**config.mk**
```make
export PLATFORM = sky130hd
export DESIGN_NAME = adler32_frame_receiver
export DESIGN_NICKNAME = d
export VERILOG_FILES = /design/src/hw/rtl/adl32fr_pkg.sv /design/src/hw/rtl/adler32_frame_receiver.sv
export SDC_FILE = /design/constraint.sdc
export NUM_CORES = 1
export LEC_CHECK = 0
export BUFFER_PORTS_ARGS = -buffer_cell sky130_fd_sc_hd__clkbuf_2
export CAP_MARGIN = 5
export CORE_MARGIN = 4
export CORE_UTILIZATION = 45
export DETAILED_ROUTE_END_ITERATION = 6
export GPL_ROUTABILITY_DRIVEN = 0
export GPL_TIMING_DRIVEN = 1
export MAX_ROUTING_LAYER = met4
export PLACE_DENSITY = 0.74
export SLEW_MARGIN = 20
export SYNTH_ARGS = -nofsm -noshare
export SYNTH_HDL_FRONTEND = slang
export SYNTH_SLANG_ARGS = --single-unit
```
**constraint.sdc**
```tcl
create_clock -name aclk -period 6.2 [get_ports aclk]
set_input_delay 0.31 -clock aclk [delete_from_list [all_inputs] [get_ports aclk]]
set_output_delay 0.31 -clock aclk [all_outputs]
set_load 0.05 [all_outputs]
```
**src/hw/rtl/adl32fr_pkg.sv**
```systemverilog
// Shared types and constants for the Adler-32 framed packet receiver.
// Holds the phase and result-kind codes, framing bytes and register indexes.
// Depends on nothing.
`default_nettype none

package adl32fr_pkg;

    typedef enum logic [2:0] {
        PH_HUNT = 3'd0,
        PH_CMD  = 3'd1,
        PH_LEN  = 3'd2,
        PH_DATA = 3'd3,
        PH_CSUM = 3'd4
    } phase_t;

    typedef enum logic [1:0] {
        K_DATA   = 2'd0,
        K_ACCEPT = 2'd1,
        K_LENREJ = 2'd2,
        K_SUMREJ = 2'd3
    } kind_t;

    localparam int CFG_IDX_W = 2;

    localparam logic [CFG_IDX_W-1:0] CFG_MIN_LENGTH = 2'd0;
    localparam logic [CFG_IDX_W-1:0] CFG_MAX_LENGTH = 2'd1;

    localparam logic [15:0] MIN_LENGTH_RESET = 16'd1;
    localparam logic [15:0] MAX_LENGTH_RESET = 16'hFFFF;

    localparam logic [31:0] MAX_PAYLOAD = 32'd65535;
    localparam logic [16:0] ADLER_MOD   = 17'd65521;

    localparam logic [15:0] PREAMBLE_HEAD = 16'hFF00;
    localparam logic [7:0]  PREAMBLE_TAIL = 8'h7F;

endpackage

`default_nettype wire

```
**src/hw/rtl/adler32_frame_receiver.sv**
```systemverilog
// Framed packet receiver with Adler-32 payload check, top level.
// Uses adl32fr_pkg for phase and kind codes, limits and framing constants.
//
// Usage: received serial bytes enter on the s_ channel (s_valid, s_ready,
// s_rx_byte), one byte per request. The block hunts for the preamble
// FF 00 7F, reads a little-endian command word and length word, forwards
// each payload byte on the m_ channel as a tentative request, and then
// reports a verdict (accepted, length rejected or checksum rejected).
// Hunting, command, length and checksum bytes other than the last give no
// result. The result of a byte is registered in the output register in the
// cycle after it is accepted. A new byte can be accepted in every cycle
// while the output register is empty or being read; the phase logic and
// Adler-32 modular adds are one registered pass. When the output register
// is full and m_ready is low, s_ready drops until the result is taken.
// A synchronous low on aresetn returns the receiver to hunting, empties
// the output register and restores min_length to 1 and max_length to 65535.
// The user writes limit registers (cfg_we, cfg_index, cfg_wdata) only
// while idle, which the block does not enforce; other indexes are ignored.
`default_nettype none

module adler32_frame_receiver #(
    parameter logic [31:0] MAX_PAYLOAD = adl32fr_pkg::MAX_PAYLOAD
) (
    input  wire                                  aclk,
    input  wire                                  aresetn,

    input  wire                                  cfg_we,
    input  wire  [adl32fr_pkg::CFG_IDX_W-1:0]    cfg_index,
    input  wire  [15:0]                          cfg_wdata,

    input  wire                                  s_valid,
    output logic                                 s_ready,
    input  wire  [7:0]                           s_rx_byte,

    output logic                                 m_valid,
    input  wire                                  m_ready,
    output logic [1:0]                           m_kind,
    output logic signed [31:0]                   m_command,
    output logic [15:0]                          m_length,
    output logic [7:0]                           m_data_byte
);

    logic [15:0] min_length_reg;
    logic [15:0] max_length_reg;

    adl32fr_pkg::phase_t phase_reg, phase_next;
    logic [15:0] prev_bytes_reg, prev_bytes_next;
    logic [1:0]  hunt_fill_reg, hunt_fill_next;
    logic [1:0]  field_pos_reg, field_pos_next;
    logic [31:0] command_reg, command_next;
    logic [31:0] length_reg, length_next;
    logic [15:0] bytes_left_reg, bytes_left_next;
    logic [15:0] sum_a_reg, sum_a_next;
    logic [15:0] sum_b_reg, sum_b_next;
    logic [31:0] checksum_reg, checksum_next;

    logic        m_valid_reg;
    logic [1:0]  m_kind_reg;
    logic [31:0] m_command_reg;
    logic [15:0] m_length_reg;
    logic [7:0]  m_data_byte_reg;

    logic        in_accept;
    logic        emit;
    logic [1:0]  emit_kind;
    logic [15:0] emit_length;
    logic [7:0]  emit_data;

    logic [31:0] full_length;
    logic [31:0] full_checksum;
    logic [15:0] sat_length;
    logic        length_bad;
    logic [16:0] a_sum;
    logic [15:0] a_mod;
    logic [16:0] b_sum;
    logic [15:0] b_mod;

    assign s_ready   = !m_valid_reg || m_ready;
    assign in_accept = s_valid && s_ready;

    assign m_valid     = m_valid_reg;
    assign m_kind      = m_kind_reg;
    assign m_command   = m_command_reg;
    assign m_length    = m_length_reg;
    assign m_data_byte = m_data_byte_reg;

    always_comb begin
        full_length   = {s_rx_byte, length_reg[23:0]};
        full_checksum = {s_rx_byte, checksum_reg[23:0]};

        if (full_length[31]) begin
            sat_length = 16'd0;
        end else if (full_length[30:16] != 15'd0) begin
            sat_length = 16'hFFFF;
        end else begin
            sat_length = full_length[15:0];
        end

        length_bad = full_length[31]
                  || (full_length < {16'd0, min_length_reg})
                  || (full_length > {16'd0, max_length_reg})
                  || (full_length > MAX_PAYLOAD);

        a_sum = {1'b0, sum_a_reg} + {9'd0, s_rx_byte};
        if (a_sum >= adl32fr_pkg::ADLER_MOD) begin
            a_mod = 16'(a_sum - adl32fr_pkg::ADLER_MOD);
        end else begin
            a_mod = a_sum[15:0];
        end
        b_sum = {1'b0, sum_b_reg} + {1'b0, a_mod};
        if (b_sum >= adl32fr_pkg::ADLER_MOD) begin
            b_mod = 16'(b_sum - adl32fr_pkg::ADLER_MOD);
        end else begin
            b_mod = b_sum[15:0];
        end
    end

    always_comb begin
        phase_next      = phase_reg;
        prev_bytes_next = prev_bytes_reg;
        hunt_fill_next  = hunt_fill_reg;
        field_pos_next  = field_pos_reg;
        command_next    = command_reg;
        length_next     = length_reg;
        bytes_left_next = bytes_left_reg;
        sum_a_next      = sum_a_reg;
        sum_b_next      = sum_b_reg;
        checksum_next   = checksum_reg;
        emit            = 1'b0;
        emit_kind       = adl32fr_pkg::K_DATA;
        emit_length     = 16'd0;
        emit_data       = 8'd0;

        case (phase_reg)
            adl32fr_pkg::PH_CMD: begin
                case (field_pos_reg)
                    2'd0:    command_next = {24'd0, s_rx_byte};
                    2'd1:    command_next[15:8] = s_rx_byte;
                    2'd2:    command_next[23:16] = s_rx_byte;
                    default: command_next[31:24] = s_rx_byte;
                endcase
                if (field_pos_reg == 2'd3) begin
                    phase_next     = adl32fr_pkg::PH_LEN;
                    field_pos_next = 2'd0;
                end else begin
                    field_pos_next = field_pos_reg + 2'd1;
                end
            end

            adl32fr_pkg::PH_LEN: begin
                case (field_pos_reg)
                    2'd0:    length_next = {24'd0, s_rx_byte};
                    2'd1:    length_next[15:8] = s_rx_byte;
                    2'd2:    length_next[23:16] = s_rx_byte;
                    default: length_next = full_length;
                endcase
                if (field_pos_reg != 2'd3) begin
                    field_pos_next = field_pos_reg + 2'd1;
                end else begin
                    field_pos_next = 2'd0;
                    if (full_length == 32'd0) begin
                        phase_next      = adl32fr_pkg::PH_HUNT;
                        prev_bytes_next = 16'd0;
                        hunt_fill_next  = 2'd0;
                        emit            = 1'b1;
                        emit_kind       = adl32fr_pkg::K_ACCEPT;
                    end else if (length_bad) begin
                        phase_next      = adl32fr_pkg::PH_HUNT;
                        prev_bytes_next = 16'd0;
                        hunt_fill_next  = 2'd0;
                        emit            = 1'b1;
                        emit_kind       = adl32fr_pkg::K_LENREJ;
                        emit_length     = sat_length;
                    end else begin
                        bytes_left_next = full_length[15:0];
                        sum_a_next      = 16'd1;
                        sum_b_next      = 16'd0;
                        phase_next      = adl32fr_pkg::PH_DATA;
                    end
                end
            end

            adl32fr_pkg::PH_DATA: begin
                sum_a_next      = a_mod;
                sum_b_next      = b_mod;
                bytes_left_next = bytes_left_reg - 16'd1;
                if (bytes_left_reg == 16'd1) begin
                    phase_next     = adl32fr_pkg::PH_CSUM;
                    field_pos_next = 2'd0;
                    checksum_next  = 32'd0;
                end
                emit        = 1'b1;
                emit_kind   = adl32fr_pkg::K_DATA;
                emit_length = length_reg[15:0];
                emit_data   = s_rx_byte;
            end

            adl32fr_pkg::PH_CSUM: begin
                case (field_pos_reg)
                    2'd0:    checksum_next[7:0] = s_rx_byte;
                    2'd1:    checksum_next[15:8] = s_rx_byte;
                    2'd2:    checksum_next[23:16] = s_rx_byte;
                    default: checksum_next = full_checksum;
                endcase
                if (field_pos_reg != 2'd3) begin
                    field_pos_next = field_pos_reg + 2'd1;
                end else begin
                    phase_next      = adl32fr_pkg::PH_HUNT;
                    prev_bytes_next = 16'd0;
                    hunt_fill_next  = 2'd0;
                    field_pos_next  = 2'd0;
                    emit            = 1'b1;
                    emit_length     = length_reg[15:0];
                    if (full_checksum == {sum_b_reg, sum_a_reg}) begin
                        emit_kind = adl32fr_pkg::K_ACCEPT;
                    end else begin
                        emit_kind = adl32fr_pkg::K_SUMREJ;
                    end
                end
            end

            default: begin
                if (hunt_fill_reg == 2'd2 && prev_bytes_reg == adl32fr_pkg::PREAMBLE_HEAD
                        && s_rx_byte == adl32fr_pkg::PREAMBLE_TAIL) begin
                    phase_next      = adl32fr_pkg::PH_CMD;
                    field_pos_next  = 2'd0;
                    prev_bytes_next = 16'd0;
                    hunt_fill_next  = 2'd0;
                end else begin
                    phase_next      = adl32fr_pkg::PH_HUNT;
                    prev_bytes_next = {prev_bytes_reg[7:0], s_rx_byte};
                    if (hunt_fill_reg != 2'd2) begin
                        hunt_fill_next = hunt_fill_reg + 2'd1;
                    end
                end
            end
        endcase
    end

    always_ff @(posedge aclk) begin
        if (!aresetn) begin
            min_length_reg <= adl32fr_pkg::MIN_LENGTH_RESET;
            max_length_reg <= adl32fr_pkg::MAX_LENGTH_RESET;
        end else if (cfg_we) begin
            case (cfg_index)
                adl32fr_pkg::CFG_MIN_LENGTH: min_length_reg <= cfg_wdata;
                adl32fr_pkg::CFG_MAX_LENGTH: max_length_reg <= cfg_wdata;
                default: ;
            endcase
        end
    end

    always_ff @(posedge aclk) begin
        if (!aresetn) begin
            phase_reg      <= adl32fr_pkg::PH_HUNT;
            prev_bytes_reg <= 16'd0;
            hunt_fill_reg  <= 2'd0;
            field_pos_reg  <= 2'd0;
            command_reg    <= 32'd0;
            length_reg     <= 32'd0;
            bytes_left_reg <= 16'd0;
            sum_a_reg      <= 16'd1;
            sum_b_reg      <= 16'd0;
            checksum_reg   <= 32'd0;
        end else if (in_accept) begin
            phase_reg      <= phase_next;
            prev_bytes_reg <= prev_bytes_next;
            hunt_fill_reg  <= hunt_fill_next;
            field_pos_reg  <= field_pos_next;
            command_reg    <= command_next;
            length_reg     <= length_next;
            bytes_left_reg <= bytes_left_next;
            sum_a_reg      <= sum_a_next;
            sum_b_reg      <= sum_b_next;
            checksum_reg   <= checksum_next;
        end
    end

    always_ff @(posedge aclk) begin
        if (!aresetn) begin
            m_valid_reg <= 1'b0;
        end else if (in_accept && emit) begin
            m_valid_reg <= 1'b1;
        end else if (m_ready) begin
            m_valid_reg <= 1'b0;
        end
    end

    always_ff @(posedge aclk) begin
        if (in_accept && emit) begin
            m_kind_reg      <= emit_kind;
            m_command_reg   <= command_reg;
            m_length_reg    <= emit_length;
            m_data_byte_reg <= emit_data;
        end
    end

endmodule

`default_nettype wire

```
Word level (Yosys, flattened, before mapping):

Index checks and enable logic that the tools add are counted.
W data, S select, Z words.

* flip-flop bits (word level): 242
* output and inout bits: 60
* word-level logic and storage cells: 171

* add/subtract/negate cells: 7
* magnitude comparators: 5
* equality and inequality tests: 25
* mux-type cells: 68
* bitwise operators: 2
* reduce and logical (&&, ||, !) cells: 40

Operators by type and width (count)
* $mux W16: 22
* $pmux W16 S2: 3
* $pmux W16 S3: 2
* $pmux W24 S2: 1
* $pmux W8 S2: 3
* $ge A17 B16 Y1 const B: 2
* $mux W2: 17
* $eq A32 B32 Y1: 1
* $gt A32 B16 Y1: 1
* $gt A32 B16 Y1 const B: 1
* $logic_not A32 Y1: 1
* $lt A32 B16 Y1: 1
* $sub A16 B16 Y16 const B: 2
* $mux W24: 1
* $mux W8: 3
* $reduce_and A3 Y1: 8
* $add A16 B16 Y17: 1
* $add A16 B8 Y17: 1
* $eq A16 B1 Y1 const B: 1
* $eq A16 B16 Y1 const B: 1
* $ne A2 B2 Y1 const B: 8
* $sub A16 B1 Y16 const B: 1
* $reduce_and A5 Y1: 3
* $reduce_bool A15 Y1: 1
* other kinds (26): 61

Longest topological paths before layout:

Gate-level depths: netlist of the first run.

* depth in word-level cells: 10
* mapped depth: 23

Worst setup path before layout of the first run:

No wires, ideal clock.

* kind: input-to-reg
* from: input s_rx_byte[0]
* to: register sum_b_reg[5]
* setup time: 0.117 ns
* data arrival time: 5.740 ns
* data required time: 6.083 ns
* path slack: 0.342 ns
* stages: 22
* buffers on the path: 2
* cell sequence: ha_1 -> fa_1 -> a211oi_1 -> o21ai_0 -> o221ai_1 -> xnor2_1 -> and4_1 -> o2111ai_1 -> clkbuf_1 -> a21boi_0 -> xor2_1 -> ha_1 -> buf_6 -> and3_4 -> a221oi_4 -> o21ai_1 -> xor2_1 -> o2111ai_2 -> nor4_4 -> a31oi_4 -> or4_1 -> a32o_1

* word-level cells in the longest chain between the ends: 7
* elaborated cells between the ends (all ways): 19
* classes of those cells: add/sub: 4; order compare: 5; eq/ne: 2; mux: 3; reduce/logical: 5

Ends and longest elaborated chain
* from (decl): line adler32_frame_receiver.sv:33 `input wire [7:0] s_rx_byte,`
* $add A16 B8 Y17: line adler32_frame_receiver.sv:104 `a_sum = {1'b0, sum_a_reg} + {9'd0, s_rx_byte};`
* $sub A16 B16 Y16 or $ge A17 B16 Y1 (tied branches): line adler32_frame_receiver.sv:106, adler32_frame_receiver.sv:105
* $mux W16: line adler32_frame_receiver.sv:105 `if (a_sum >= adl32fr_pkg::ADLER_MOD) begin`
* $add A16 B16 Y17: line adler32_frame_receiver.sv:110 `b_sum = {1'b0, sum_b_reg} + {1'b0, a_mod};`
* $sub A16 B16 Y16 or $ge A17 B16 Y1 (tied branches): line adler32_frame_receiver.sv:112, adler32_frame_receiver.sv:111
* $mux W16: line adler32_frame_receiver.sv:111 `if (b_sum >= adl32fr_pkg::ADLER_MOD) begin`
* $pmux W16 S2: line adler32_frame_receiver.sv:134 `case (phase_reg)`
* to (signal assigned): line adler32_frame_receiver.sv:274 `sum_b_reg <= sum_b_next;`
* to (decl): line adler32_frame_receiver.sv:54 `logic [15:0] sum_b_reg, sum_b_next;`

Parallel ways exist; a longest one is shown, timed or not.
A chain may end at the register's enable or synchronous reset.

Final worst setup path of the first run:

* from: register sum_a_reg[0]
* to: register sum_b_reg[7]

* word-level cells in the longest chain between the ends: 7
* elaborated cells between the ends (all ways): 9
* classes of those cells: add/sub: 4; order compare: 2; mux: 3

Ends and longest elaborated chain
* from (decl): line adler32_frame_receiver.sv:53 `logic [15:0] sum_a_reg, sum_a_next;`
* from (signal assigned): line adler32_frame_receiver.sv:273 `sum_a_reg <= sum_a_next;`
* $add A16 B8 Y17 (*): line adler32_frame_receiver.sv:104
* $sub A16 B16 Y16 or $ge A17 B16 Y1 (tied branches): line adler32_frame_receiver.sv:106, adler32_frame_receiver.sv:105
* $mux W16 (*): line adler32_frame_receiver.sv:105
* $add A16 B16 Y17 (*): line adler32_frame_receiver.sv:110
* $sub A16 B16 Y16 or $ge A17 B16 Y1 (tied branches): line adler32_frame_receiver.sv:112, adler32_frame_receiver.sv:111
* $mux W16 (*): line adler32_frame_receiver.sv:111
* $pmux W16 S2 (*): line adler32_frame_receiver.sv:134

Mark *: on every way between the ends. The rest lies on a longest branch, timed or not.

==> results of run 1 <==
==> report_power, final <==
group / internal, mW / switching, mW / total [mW] / leakage (nW)
clock: 0.969 / 0.648 / 1.62 / 0.444
sequential: 1.62 / 0.00717 / 1.63 / 2.03
combinational: 0.0666 / 0.125 / 0.192 / 3.53
==> worst paths after layout <==
check,cells after the start,startpoint,endpoint
worst max-delay path,23,sum_a_reg[0],sum_b_reg[7]
worst min register to register,0,command_reg[27],m_command[27]
worst min-delay path,3,cfg_wdata[14],min_length_reg[14]
worst max register to register,23,sum_a_reg[0],sum_b_reg[7]
==> Yosys cell counts, drive strengths merged, types with 5 or more instances <==
library cell  number
o211ai            30
mux2i             36
nand4             18
o31ai             10
edfxtp            58
nor2b              9
or4                6
nand2b            26
nor3              27
a22oi             35
buf                6
xnor2             11
and2              22
a211oi            11
nor3b             11
o21a              33
nand3             55
a21oi            115
a21o              23
o2111ai            5
dfxtp            184
nor2             116
inv               59
ha                68
nor4              29
and3              19
a221oi             6
nand2            156
clkbuf            79
a22o               8
or2                9
or3               14
o21ai             60
nand3b             6
xor2              48
==> tightest hold or removal path, stage by stage <==
cell      delay (ns)
clkbuf_2        0.09
nand2_1         0.05
a21oi_1         0.05
==> layer usage <==
| layer | vias to the layer above | wire length (um) | GRT usage |
|---|---|---|---|
| met5 | - | 0 | - |
| met4 | 0 | 941 | 0.0570 |
| met3 | 77 | 2890 | 0.0320 |
| met2 | 471 | 15500 | 0.342 |
| met1 | 5264 | 15100 | 0.293 |
| li1 | 5456 | - | - |
==> kinds of logic after synthesis <==
logic type      share of synthesized area
fa+ha+maj                          0.0687
flops                               0.418
simple gates                        0.205
mux                                0.0286
compound gates                      0.195
buf+inv                            0.0450
xor+xnor                           0.0398
==> through the flow <==
| step | util | cell area [um2] | hold WS [ns] | total power, mW | worst slack (ns) |
|---|---|---|---|---|---|
| floorplan | - | 13000 | 0.408 | 1.78 | 0.342 |
| global placement | 0.495 | 13900 | 0.415 | 1.84 | 0.0122 |
| detailed placement | 0.495 | 13900 | 0.419 | 1.85 | -0.116 |
| CTS | 0.528 | 14800 | 0.0154 | 3.45 | 0.0723 |
| global route | 0.532 | 14900 | 0.0155 | 3.54 | -0.00753 |
| finish | 0.532 | 14900 | 0.0251 | 3.44 | 0.168 |
==> repair_timing <==
action | CTS | global route
resized for setup | 1 | 16
endpoints found under the setup margin | 2 | 15
pin swaps | 1 | 7
hold endpoints to repair | 0 | 0
setup buffers | 1 | 4
hold buffers | 0 | 0
==> layout make-up <==
class	count	area, um2	area share
multi-input cells	1077	7080	0.474
flip-flops and latches	242	5430	0.363
repair buffers	141	833	0.0558
clock buffers	33	733	0.0491
well taps	378	473	0.0317
inverters	59	223	0.0149
clock inverters	15	176	0.0118
==> summary.txt, run 1 <==
Clock network
  • CTS sink cnt: ~240
  • Htree depth: 1
  • Num CTS Buffers: 26
  • Later-pin clock latency in the skew report: roughly 0.54 ns
  • CTS tree: done
  • Root buffer cell: clkbuf_16
  • Clock slew seen by the registers of the worst setup and hold paths: ~0.060 ns
  • Bufs on Longest Clock Path: 3

Detailed routing
  • DR vias: roughly 11,000
  • Routed len/inst: about 18 um
  • Via density: about 5.8
  • DRT Pass-1 Iters: 5
  • Post-DRT Antenna Nets: 0
  • DRC errors left: 0
  • Final wirelength: 34,400 um
  • Initial detailed-routing violation count: between 1,000 and 1,500

Worst setup path
  • Setup crit end kind: flip-flop
  • CP top delay family: simple AND/OR/NAND/NOR gates
  • CP cell instances: ha_1 > fa_1 > buf_4 > xor2_1 > or3_1 > or2_2 > o2111ai_1 > a221oi_1 > o2111ai_1 > and2_4 > xnor2_2 > ha_2 > inv_1 > fa_1 > nand3b_1 > a221oi_2 > a31oi_1 > a211oi_4 > o2111ai_4 > or4_2 > o21ai_2 > mux2_2 > o211ai_1
  • Slowest-stage cell, CP: or4_2
  • Reg2Reg Setup Slack: approximately 0.17 ns
  • Startpoint types: flip-flop
  • WP data required: 6.66 ns
  • Critical path class: flip-flop to flip-flop
  • CP bufs+invs: 2
  • Crit-path max cell delay: around 0.71 ns
  • WP data arrival: ~6.5 ns
  • Crit-path max FO: 5

Place
  • Placed insts: 1,892
  • DP HPWL: about 24,000 um
  • I/O Buffers: 90

Die
  • Die H: roughly 180 um
  • # rows: 61
  • Die width: 178 um
  • Initial Util: 0.462
  • Core area: about 0.028 mm2
  • Area of the die: approximately 0.032 mm2
  • IO Count: approximately 90

Timing
  • Worst-Margin Slew: a little under 0.9 ns
  • Minimum clock period after layout: between 6 and 7 ns
  • Final Setup Violations: 0
  • Period utilisation layout: 0.973
  • Final Hold Viols: 0
  • Max-slew violations: 0
  • Unrepaired setup endpoints after global routing: yes
  • Max Freq: around 0.17 GHz
  • Clk_skew: around 0.028 ns
  • Setup TNS: 0 ns
  • Relative slew slack: 0.414

Pwr
  • Peak VDD IR: about 0.2 mV
  • Leak pwr: 6.00 nW
  • Pwr dens: between 200 and 250 mW/mm2

Yosys
  • Synth Flop Type: dfxtp_1
  • Yosys top cell area share: 0.284
  • Yosys cell types: between 70 and 80
  • Fraction of registers with async set/reset: 0
  • Yosys reg bits: 242
  • Top post-synthesis cells by area: dfxtp_1 (28%), edfxtp_1 (13%), ha_1 (6.6%), nand2_1 (4.5%), a21oi_1 (4.4%)
  • Syn Nets: around 1,600
  • Warnings, synthesis: 0
  • Dominant cell type by area after synthesis: dfxtp_1
  • Avg Cell Area, Syn: roughly 8.9 um2
  • Seq/Total Area, Yosys: 0.418
  • Post-Syn Area: 0.0130 mm2
  • Post-Syn Instances: 1,463
  • Post-synth EDFFs: 58

Global route
  • Vias in the first global route: a little over 10,000
  • First-pass GRT wire length: approximately 55,000 um
  • Pin count of the biggest net entering global routing: 85
  • Tot GR Track Use: 0.216
  • Initial antenna violation count: 0
  • GRT overflow: 0

Job
  • Max-cap violations: 0

Worst hold path
  • Worst Hold Class: input port to flip-flop

Cells and area
  • Fillers: 2,520
  • Layout area overhead: 15.2%
  • Most frequent cells in the layout: dfxtp_1 (184), nand2_1 (156), nor2_1 (115)
  • Commonest non-fill, non-tap cell in the layout: dfxtp_1
  • # nets final: roughly 1,600
  • Ratio of cells with drive above 1 in the final layout: 0.147
  • Final std cells w/o fill: 1,945
  • ANT cells: 0

Status
  • Status: completed
(Power assumes the default switching activity.)
==> run 2, diff against run 1 <==
--- a/config.mk
+++ b/config.mk
@@ -7,6 +7,7 @@
 export LEC_CHECK = 0
 export BUFFER_PORTS_ARGS = -buffer_cell sky130_fd_sc_hd__clkbuf_2
 export CAP_MARGIN = 5
+export CORE_ASPECT_RATIO = 0.5
 export CORE_MARGIN = 4
 export CORE_UTILIZATION = 45
 export DETAILED_ROUTE_END_ITERATION = 6
==> summary.txt, run 2 (same netlist as run 1, synthesis figures left out) <==
Worst hold path
  • Hold Startpoint: cfg_wdata[3]
  • Worst Hold Class: input port to flip-flop

Cells and area
  • Commonest non-fill, non-tap cell in the layout: dfxtp_1
  • Final std cells w/o fill: 1,938
  • # nets final: ~1,600
  • Post-route cell area: 0.0147 mm2
  • Layout area overhead: 13.7%
  • Most frequent cells in the layout: dfxtp_1 (184), nand2_1 (156), nor2_1 (115)
  • Ratio of cells with drive above 1 in the final layout: 0.136
  • Util after Layout: 0.526
  • ANT cells: 0

Timing
  • Setup TNS: 0 ns
  • Worst-Margin Slew: just over 1 ns
  • Relative slew slack: 0.320
  • Final Setup Violations: 0
  • Max Freq: approximately 0.17 GHz
  • Clk_skew: approximately 0.018 ns
  • Max-slew violations: 0
  • Minimum clock period after layout: slightly below 6 ns
  • Unrepaired setup endpoints after global routing: no
  • Final Hold Viols: 0
  • Period utilisation layout: 0.948

Worst setup path
  • WP data arrival: approximately 6.3 ns
  • Reg2Reg Setup Slack: around 0.32 ns
  • FF-to-FF Start: sum_a_reg[0]
  • Startpoint types: flip-flop
  • Critical path class: flip-flop to flip-flop
  • Setup crit end kind: flip-flop
  • CP cell instances: ha_1 > fa_2 > a211oi_2 > o21ai_0 > o221ai_1 > buf_4 > nand4b_1 > o31ai_1 > o2111ai_1 > and2_4 > xnor2_2 > ha_1 > inv_1 > fa_1 > nand3b_1 > and2_2 > o211ai_1 > xor2_1 > o2111ai_4 > or4_2 > o21ai_2 > mux2_2 > o211ai_1
  • Worst Setup SP: sum_a_reg[0]
  • Crit-path max cell delay: 0.71 ns
  • WP data required: around 6.6 ns
  • Slowest-stage cell, CP: or4_2
  • Crit-path max FO: 7

Die
  • # rows: 43
  • Area of the die: roughly 0.032 mm2
  • IO Count: 91
  • Core area: 0.0280 mm2
  • Die width: 248 um
  • Initial Util: 0.463
  • Die H: between 100 and 150 um

Clock network
  • Root buffer cell: clkbuf_16
  • Bufs on Longest Clock Path: 3
  • Num CTS Buffers: 23
  • CTS sink cnt: around 240
  • Htree depth: 1
  • Clock slew seen by the registers of the worst setup and hold paths: 0.07 ns
  • CTS tree: done
  • Later-pin clock latency in the skew report: around 0.52 ns
  • Post-CTS Setup Bufs: 0

Global route
  • Vias in the first global route: 10,167
  • Pin count of the biggest net entering global routing: just under 70
  • Tot GR Track Use: 0.220
  • First-pass GRT wire length: roughly 55,000 um
  • GRT overflow: 0
  • Initial antenna violation count: 0

Detailed routing
  • Via density: between 5 and 6
  • DR vias: about 11,000
  • Routed len/inst: 17.9 um
  • Final wirelength: between 30,000 and 40,000 um
  • DRC errors left: 0
  • Initial detailed-routing violation count: 1,027
  • DRT Pass-1 Iters: 5
  • Post-DRT Antenna Nets: 0

Place
  • Cell Area, Placed: between 0.01 and 0.015 mm2
  • I/O Buffers: 90
  • Placed insts: 1,897
  • DP HPWL: between 20,000 and 25,000 um

Pwr
  • Peak VDD IR: 0.222 mV
  • Sequential power share: 0.497
  • Pwr dens: around 220 mW/mm2
  • Comb power frac: 0.057
  • Leak pwr: ~6 nW
  • Int Power: 2.53 mW
  • Clock power frac: 0.446
  • Switch share: 0.227
  • Switching power: approximately 0.74 mW

Status
  • Status: completed

Job
  • Max-cap violations: 0
-- run 2: changes by cell type in the layout (fill, tap and decap cells not counted), moves of 2 or more --
| cell | delta |
|---|---|
| clkbuf_8 | +2 |
| clkinv_2 | -5 |
| clkinv_1 | +2 |
| clkbuf_16 | -5 |
| buf_4 | -4 |
-- run 2: stage by stage --
step | total power [mW] | worst slack [ns] | hold slack [ns]
2_1_floorplan | 1.78 | 0.342 | 0.408
3_3_place_gp | 1.84 | 0.161 | 0.413
3_5_place_dp | 1.84 | 0.0440 | 0.417
4_1_cts | 3.29 | 0.119 | 0.00586
5_1_grt | 3.38 | 0.00524 | 0.0283
6_report | 3.27 | 0.319 | 0.0266
-- run 2: worst paths after layout --
kind | end | cells after the start
setup / recovery | sum_b_reg[7] | 23
hold / removal | min_length_reg[3] | 3
setup reg to reg | sum_b_reg[7] | 23
hold reg to reg | m_command[15] | 0
-- run 2: critical path: cells and delay by family, from the launching register on --
| kind | cells | cell delay [ns] |
|---|---|---|
| compound gates | 9 | 1.70 |
| simple gates | 5 | 1.55 |
| fa+ha+maj | 4 | 1.17 |
| xor+xnor | 2 | 0.46 |
| mux | 1 | 0.35 |
| flops | 1 | 0.33 |
| buf+inv | 2 | 0.23 |
-- run 2: area by class of cell --
cell class,count,area [um2]
sequential,242,5430
clock buffer,29,628
multi-input combinational,1077,7040
inverter,59,224
timing repair buffer,137,803
fill,2553,13300
tap,382,478
clock inverter,12,146
-- run 2: power by group through the flow --
stage	Combinational, mW	Clock (mW)	Sequential, mW
after floorplan	0.121	0	1.66
after global placement	0.179	0	1.66
after detailed placement	0.180	0	1.66
after CTS	0.182	1.48	1.63
after global routing	0.205	1.55	1.63
final	0.186	1.46	1.63
-- run 2: metal layers --
metal	vias up	share of wire	track usage
met5	-	0	-
met4	0	0.027	0.0524
met3	76	0.070	0.0454
met2	353	0.46	0.342
met1	5277	0.45	0.296
li1	5433	-	-
-- run 2: repair_timing --
item,CTS,global route
hold buffers,0,0
setup endpoints to repair,0,12
gates resized for setup,0,7
